`src/hdl/spq_pkg.sv`:
```
// Shared types and constants of the stable priority queue.
`default_nettype none
package spq_pkg;

    localparam int OCC_BITS = 5;

    typedef enum logic {
        CMD_ENQ = 1'b0,
        CMD_DEQ = 1'b1
    } cmd_t;

    typedef enum logic [1:0] {
        ST_OK    = 2'd0,
        ST_EMPTY = 2'd1,
        ST_FULL  = 2'd2
    } status_t;

    typedef struct packed {
        logic enq;
        logic deq;
    } spq_ctrl_t;

endpackage
`default_nettype wire

```
`src/hdl/stable_priority_queue_unit.sv`:
```
// Top level of the stable priority queue: cell chain, fill count and result register.
//
// Channel   Dir  Beat contents
// s_        in   tuser: cmd; tdata: item_value, item_rank
// m_        out  tuser: out_valid, status; tdata: out_value, out_rank, occupancy
//
// Every accepted input beat yields exactly one result beat in the following cycle.
// A beat is taken every cycle unless stalled; each slot decides locally from its own
// rank and its neighbor whether it keeps, loads the new entry or shifts.
// The result register stalls intake only while its beat waits on m_tready.
// Reset (aresetn low at a clock edge) empties the queue and the result register.
`default_nettype none
module stable_priority_queue_unit
    import spq_pkg::*;
#(
    parameter int CAPACITY   = 16,
    parameter int VALUE_BITS = 16,
    parameter int RANK_BITS  = 4
) (
    input  wire logic             aclk,
    input  wire logic             aresetn,
    input  wire logic             s_tvalid,
    output logic                  s_tready,
    // tdata from bit 0: item_value, item_rank, zero fill.
    input  wire logic [((VALUE_BITS+RANK_BITS+7)/8)*8-1:0] s_tdata,
    // tuser: cmd.
    input  wire logic             s_tuser,
    output logic                  m_tvalid,
    input  wire logic             m_tready,
    // tdata from bit 0: out_value, out_rank, occupancy, zero fill.
    output logic [((VALUE_BITS+RANK_BITS+OCC_BITS+7)/8)*8-1:0] m_tdata,
    // tuser from bit 0: out_valid, status.
    output logic [2:0]            m_tuser
);

    localparam int OUT_DW = ((VALUE_BITS + RANK_BITS + OCC_BITS + 7) / 8) * 8;
    localparam int CW     = $clog2(CAPACITY + 1);

    logic [CW-1:0]          count_reg, count_next;
    logic                   m_valid_reg;
    logic [OUT_DW-1:0]      m_data_reg, m_data_next;
    logic [2:0]             m_user_reg, m_user_next;

    logic                   accept, is_enq, is_deq, full, empty;
    spq_ctrl_t              ctrl;
    logic [VALUE_BITS-1:0]  in_value;
    logic [RANK_BITS-1:0]   in_rank;

    logic                   cell_keep  [CAPACITY];
    logic [VALUE_BITS-1:0]  cell_value [CAPACITY];
    logic [RANK_BITS-1:0]   cell_rank  [CAPACITY];

    logic                   res_valid;
    logic [VALUE_BITS-1:0]  res_value;
    logic [RANK_BITS-1:0]   res_rank;
    status_t                res_status;

    assign s_tready = !m_valid_reg || m_tready;
    assign accept   = s_tvalid && s_tready;
    assign in_value = s_tdata[VALUE_BITS-1:0];
    assign in_rank  = s_tdata[VALUE_BITS +: RANK_BITS];
    assign is_enq   = (cmd_t'(s_tuser) == CMD_ENQ);
    assign is_deq   = (cmd_t'(s_tuser) == CMD_DEQ);
    assign full     = (count_reg == CW'(CAPACITY));
    assign empty    = (count_reg == '0);
    assign ctrl.enq = accept && is_enq && !full;
    assign ctrl.deq = accept && is_deq && !empty;

    for (genvar i = 0; i < CAPACITY; i++) begin : g_cell
        logic                  prev_keep;
        logic [VALUE_BITS-1:0] prev_value, next_value;
        logic [RANK_BITS-1:0]  prev_rank, next_rank;

        if (i == 0) begin : g_head
            assign prev_keep  = 1'b1;
            assign prev_value = in_value;
            assign prev_rank  = in_rank;
        end else begin : g_body
            assign prev_keep  = cell_keep[i-1];
            assign prev_value = cell_value[i-1];
            assign prev_rank  = cell_rank[i-1];
        end

        if (i == CAPACITY - 1) begin : g_tail
            assign next_value = cell_value[i];
            assign next_rank  = cell_rank[i];
        end else begin : g_inner
            assign next_value = cell_value[i+1];
            assign next_rank  = cell_rank[i+1];
        end

        spq_cell #(
            .VALUE_BITS (VALUE_BITS),
            .RANK_BITS  (RANK_BITS)
        ) u_cell (
            .aclk       (aclk),
            .ctrl       (ctrl),
            .occupied   (count_reg > CW'(i)),
            .new_value  (in_value),
            .new_rank   (in_rank),
            .prev_keep  (prev_keep),
            .prev_value (prev_value),
            .prev_rank  (prev_rank),
            .next_value (next_value),
            .next_rank  (next_rank),
            .keep       (cell_keep[i]),
            .value      (cell_value[i]),
            .rank       (cell_rank[i])
        );
    end

    always_comb begin
        count_next = count_reg;
        res_valid  = 1'b0;
        res_value  = '0;
        res_rank   = '0;
        res_status = ST_OK;
        if (ctrl.enq) begin
            count_next = count_reg + CW'(1);
        end else if (ctrl.deq) begin
            count_next = count_reg - CW'(1);
            res_valid  = 1'b1;
            res_value  = cell_value[0];
            res_rank   = cell_rank[0];
        end else if (accept && is_enq) begin
            res_status = ST_FULL;
        end else if (accept) begin
            res_status = ST_EMPTY;
        end
        m_data_next = OUT_DW'({OCC_BITS'(count_next), res_rank, res_value});
        m_user_next = {res_status, res_valid};
    end

    always_ff @(posedge aclk) begin
        if (!aresetn) begin
            count_reg   <= '0;
            m_valid_reg <= 1'b0;
        end else begin
            count_reg <= count_next;
            if (accept) begin
                m_valid_reg <= 1'b1;
            end else if (m_tready) begin
                m_valid_reg <= 1'b0;
            end
        end
    end

    always_ff @(posedge aclk) begin
        if (accept) begin
            m_data_reg <= m_data_next;
            m_user_reg <= m_user_next;
        end
    end

    assign m_tvalid = m_valid_reg;
    assign m_tdata  = m_data_reg;
    assign m_tuser  = m_user_reg;

    a_count_bound: assert property (@(posedge aclk) disable iff (!aresetn)
        count_reg <= CW'(CAPACITY))
        else $error("fill count above capacity");

    a_enq_grows: assert property (@(posedge aclk) disable iff (!aresetn)
        ctrl.enq |=> count_reg == $past(count_reg) + CW'(1))
        else $error("accepted enqueue did not grow the queue");

    a_head_sorted: assert property (@(posedge aclk) disable iff (!aresetn)
        count_reg >= CW'(2) |-> cell_rank[0] <= cell_rank[1])
        else $error("head entries out of rank order");

    a_valid_ok: assert property (@(posedge aclk) disable iff (!aresetn)
        m_valid_reg && m_user_reg[0] |-> status_t'(m_user_reg[2:1]) == ST_OK)
        else $error("returned entry with error status");

endmodule
`default_nettype wire

```
`src/hdl/spq_cell.sv`:
```
// One slot of the sorted shift chain: holds an entry and shifts, loads or keeps it.
`default_nettype none
module spq_cell
    import spq_pkg::*;
#(
    parameter int VALUE_BITS = 16,
    parameter int RANK_BITS  = 4
) (
    input  wire logic                  aclk,
    input  wire spq_ctrl_t             ctrl,
    input  wire logic                  occupied,
    input  wire logic [VALUE_BITS-1:0] new_value,
    input  wire logic [RANK_BITS-1:0]  new_rank,
    input  wire logic                  prev_keep,
    input  wire logic [VALUE_BITS-1:0] prev_value,
    input  wire logic [RANK_BITS-1:0]  prev_rank,
    input  wire logic [VALUE_BITS-1:0] next_value,
    input  wire logic [RANK_BITS-1:0]  next_rank,
    output logic                       keep,
    output logic [VALUE_BITS-1:0]      value,
    output logic [RANK_BITS-1:0]       rank
);

    logic [VALUE_BITS-1:0] value_reg, value_next;
    logic [RANK_BITS-1:0]  rank_reg, rank_next;

    // An occupied slot whose rank is not above the new one stays where it is.
    assign keep  = occupied && (rank_reg <= new_rank);
    assign value = value_reg;
    assign rank  = rank_reg;

    always_comb begin
        value_next = value_reg;
        rank_next  = rank_reg;
        if (ctrl.enq) begin
            if (!keep) begin
                if (prev_keep) begin
                    value_next = new_value;
                    rank_next  = new_rank;
                end else begin
                    value_next = prev_value;
                    rank_next  = prev_rank;
                end
            end
        end else if (ctrl.deq) begin
            value_next = next_value;
            rank_next  = next_rank;
        end
    end

    always_ff @(posedge aclk) begin
        value_reg <= value_next;
        rank_reg  <= rank_next;
    end

endmodule
`default_nettype wire

```
`config.mk`:
```
export PLATFORM = sky130hd
export DESIGN_NAME = stable_priority_queue_unit
export DESIGN_NICKNAME = d
export VERILOG_FILES = /design/src/hdl/spq_pkg.sv /design/src/hdl/stable_priority_queue_unit.sv /design/src/hdl/spq_cell.sv
export SDC_FILE = /design/constraint.sdc
export NUM_CORES = 1
export LEC_CHECK = 0
export BUFFER_PORTS_ARGS = -buffer_cell sky130_fd_sc_hd__buf_4
export CORE_ASPECT_RATIO = 1.75
export CORE_MARGIN = 1.5
export CORE_UTILIZATION = 50
export DETAILED_ROUTE_END_ITERATION = 16
export PLACE_DENSITY_LB_ADDON = 0.25
export SETUP_SLACK_MARGIN = 0.02
export SYNTH_ARGS = -nofsm -noshare
export SYNTH_HDL_FRONTEND = slang
export SYNTH_SLANG_ARGS = --single-unit
export TNS_END_PERCENT = 5
```
`constraint.sdc`:
```
create_clock -name aclk -period 3.67 [get_ports aclk]
set_input_delay 0.1835 -clock aclk [delete_from_list [all_inputs] [get_ports aclk]]
set_output_delay 0.1835 -clock aclk [all_outputs]
set_load 0.005 [all_outputs]
```
==> reports/summary.txt <==
Worst hold margin - 0.0884 ns
Endpoints failing setup - 0
Reg2reg end - g_cell[14].u_cell.value[6]
Synthesized flop and latch total - 354
CTS tree - done
Die Area - 40300 µm²
Post-DP HPWL - 33500 µm
GRT Overall Usage - 23.4%
Final ANT Viol Nets - 0
Min cycle time layout - 3.04 ns
Pwr Total - 14.0 mW
Mean post-synth cell area - 10.6 µm²
Reg2reg path depth - 9
CP top delay family - buffers and inverters
Placed instance area - 20300 µm²
Core area - 38400 µm²
Synth Area in Compound Gates - 18.2%
CTS H-tree lvls - 2
Largest family of logic cells by synthesized area - compound AO/OA/AOI/OAI gates
Commonest non-fill, non-tap cell in the layout - edfxtp_1
Drt pass-1 iters - 6
Clk pin slew, worst setup/hold paths - 0.07 ns
Cell Pwr Density - 650 nW/µm²
Vias in the first global route - 14400
GRT Residual Overflow - 0
Power share of the sequential group - 45.2%
DR iter-0 viols - 1061
CTS buffer count - 35
Leak - 8.05 nW
Commonest cells after routing, fill and taps aside - 348 x edfxtp_1, 283 x nand2_1, 231 x o21ai_0
CP startpoint - count_reg[1]
Root Buffer - clkbuf_16
Row count - 95
CP most frequent cell - buf_4
Setup TNS - 0 ns
Worst slew pin tran - 1.16 ns
Worst endpoint required time - 4.08 ns
Max stage delay cell, worst path - dfxtp_1
Fillers - 3258
Worst Hold Depth - 3
Largest net degree at the start of global routing - 113
Xor/xnor share of the synthesized area - 0.135%
Avg Vias per Cell - 6.21
First-pass GRT wire length - 76800 µm
Max incr delay on CP - 0.54 ns
Top Ports - 66
I/O Buffers - 54
Crit-path cells - inv_1 -> ha_1 -> nand4bb_1 -> and3_4 -> buf_4 -> buf_4 -> nand3b_1 -> mux2_2 -> nand2_1
Initial Util - 50.8%
Unrepaired setup endpoints after global routing - no
Post-synthesis mux area share - 5.94%
Final net count - 1914
WL/cell - 20.5 µm
Longest Clk Path Bufs - 3
Die span in y - 264 µm
Critical path arrival - 3.45 ns
Fin util - 55.9%
CTS sink cnt - 354
Final Max Slew Viols - 0
Internal - 9.24 mW
HP Class - in2reg
Peak Freq - 329 MHz
FFs w/ async S/R, synth - 0%
Startpoint types - register
Clk network pwr share - 25.9%
Initial antenna violation count - 2
Worst Setup EP - g_cell[14].u_cell.value[6]
Crit path buf inv count - 3
Die extent in x - 152 µm
Max reg flops - 256
Setup CP Type - reg2reg
Final Hold Violating Endpoints - 0
Run status - finished, final reports clean
Critical path capture point type - register
Comb pwr share - 28.9%
Drt total wl - 47700 µm
Final period util - 82.7%
Drt drc - 0
Finished Layout Cells - 2328
Register-to-register setup slack - 0.63 ns
Worst r2r src - count_reg[1]
Switching Fraction - 33.8%
EDFF count, synth - 348
Synthesized cell area - 19500 µm²
Share of cells above drive strength 1 - 12.7%
Synth Area in Simple Gates - 12.3%
Net load switching power - 4.72 mW
Post-synthesis adder-cell area fraction - 4.49%
Placed insts - 2261
WP depth - 9
Layout area overhead - 9.96%
Worst skew pair latency - 0.55 ns
Sequential-to-total area share from yosys stat - 54.2%
MaxCap Viol Count - 0
Netlist cell types - 63
# resized after CTS - 0
Via count - 14500
GPL Wtd Cong - 0.893
Rel. slew slack - 22.9%
Clk_skew - 0.0231 ns
Ys flop type - edfxtp_1
Synth Warn # - 0
Fin area - 21500 µm²
Placement Setup Slack - 0.567 ns
Syn Inst Count - 1835
Final critical-path setup slack - 0.633 ns
Maximum vdd drop - 0.000317 V
Top fanout value on the critical path - 48
[power groups by stage]
stage               clock network, mW  registers, mW  logic (mW)
finish                           3.61           6.31        4.03
global route                     3.80           6.42        4.48
CTS                              3.69           6.30        4.03
detailed placement                  0           6.38        4.01
global placement                    0           6.34        3.86
floorplan                           0           6.17        2.93
[layer usage]
layer	share of wire [%]	track usage, %	up-vias
met5	0	0	-
met4	3.7	10.5	0
met3	4.3	2.73	99
met2	53	43.1	473
met1	39	27.1	7013
li1	-	-	6865
[synthesized netlist by cell type (3+ instances only)]
| cell | n | share of area [%] |
|---|---|---|
| edfxtp_1 | 348 | 54 |
| nand2_1 | 283 | 5.4 |
| o21ai_0 | 242 | 6.2 |
| a21oi_1 | 110 | 2.8 |
| clkbuf_1 | 89 | 1.7 |
| a32oi_1 | 76 | 3.4 |
| mux2i_1 | 72 | 3.7 |
| buf_2 | 70 | 1.8 |
| ha_1 | 70 | 4.5 |
| nand3_1 | 70 | 1.8 |
| o211ai_1 | 65 | 2.5 |
| nor2_1 | 51 | 0.98 |
| mux2_2 | 39 | 2.3 |
| and2_1 | 26 | 0.83 |
| inv_1 | 24 | 0.46 |
| and3_1 | 22 | 0.71 |
| buf_4 | 17 | 0.65 |
| nand3b_1 | 16 | 0.62 |
| nand4_1 | 14 | 0.45 |
| a21o_1 | 11 | 0.42 |
| nor2b_1 | 11 | 0.35 |
| o21a_1 | 11 | 0.42 |
| o21ai_1 | 11 | 0.28 |
| nand2b_1 | 8 | 0.26 |
| a2111oi_0 | 6 | 0.27 |
| dfxtp_1 | 6 | 0.62 |
| a31o_2 | 4 | 0.18 |
| a32o_1 | 4 | 0.21 |
| and3b_1 | 4 | 0.18 |
| o211a_1 | 4 | 0.21 |
| o221ai_1 | 4 | 0.18 |
| or3_1 | 4 | 0.13 |
| a221oi_1 | 3 | 0.13 |
| a22oi_1 | 3 | 0.12 |
| a31oi_1 | 3 | 0.096 |
| o22ai_1 | 3 | 0.096 |
| xnor2_1 | 3 | 0.13 |
[kinds of logic after synthesis]
kind of cell,after synthesis
AO/OA/AOI/OAI,573
AND/OR/NAND/NOR,520
flip-flops,354
buffers and inverters,203
multiplexers,111
adder cells (fa/ha/maj),70
XOR/XNOR,3
other,1
[cell type report]
cell class	instances	area [µm²]	share of cell area, %
timing repair buffer	115	931	4.34
multi-input combinational	1284	8140	37.9
antenna	2	5.00	0.0233
inverter	25	93.8	0.437
clock buffer	41	920	4.29
clock inverter	22	194	0.904
tap	485	607	2.83
sequential	354	10600	49.3
[what timing repair did]
| item | in CTS | in global routing |
|---|---|---|
| hold buffers | 2 | 0 |
| hold endpoints to repair | 6 | 0 |
| buffers inserted | 0 | 0 |
[worst min-delay path, cell delays in order]
cell	delay (ns)
buf_4	0.17
a32oi_1	0.10
o21ai_0	0.06
[how the worst min path moves through the flow]
stage               startpoint                         end  slack, ns
floorplan              aresetn                count_reg[0]       0.31
global route        s_tdata[9]  g_cell[15].u_cell.value[9]       0.09
CTS                 s_tdata[0]   g_cell[9].u_cell.value[0]       0.07
global placement       aresetn                count_reg[0]       0.44
finish              s_tdata[1]  g_cell[11].u_cell.value[1]       0.09
detailed placement     aresetn                count_reg[4]       0.44
(Power assumes the default switching activity.)
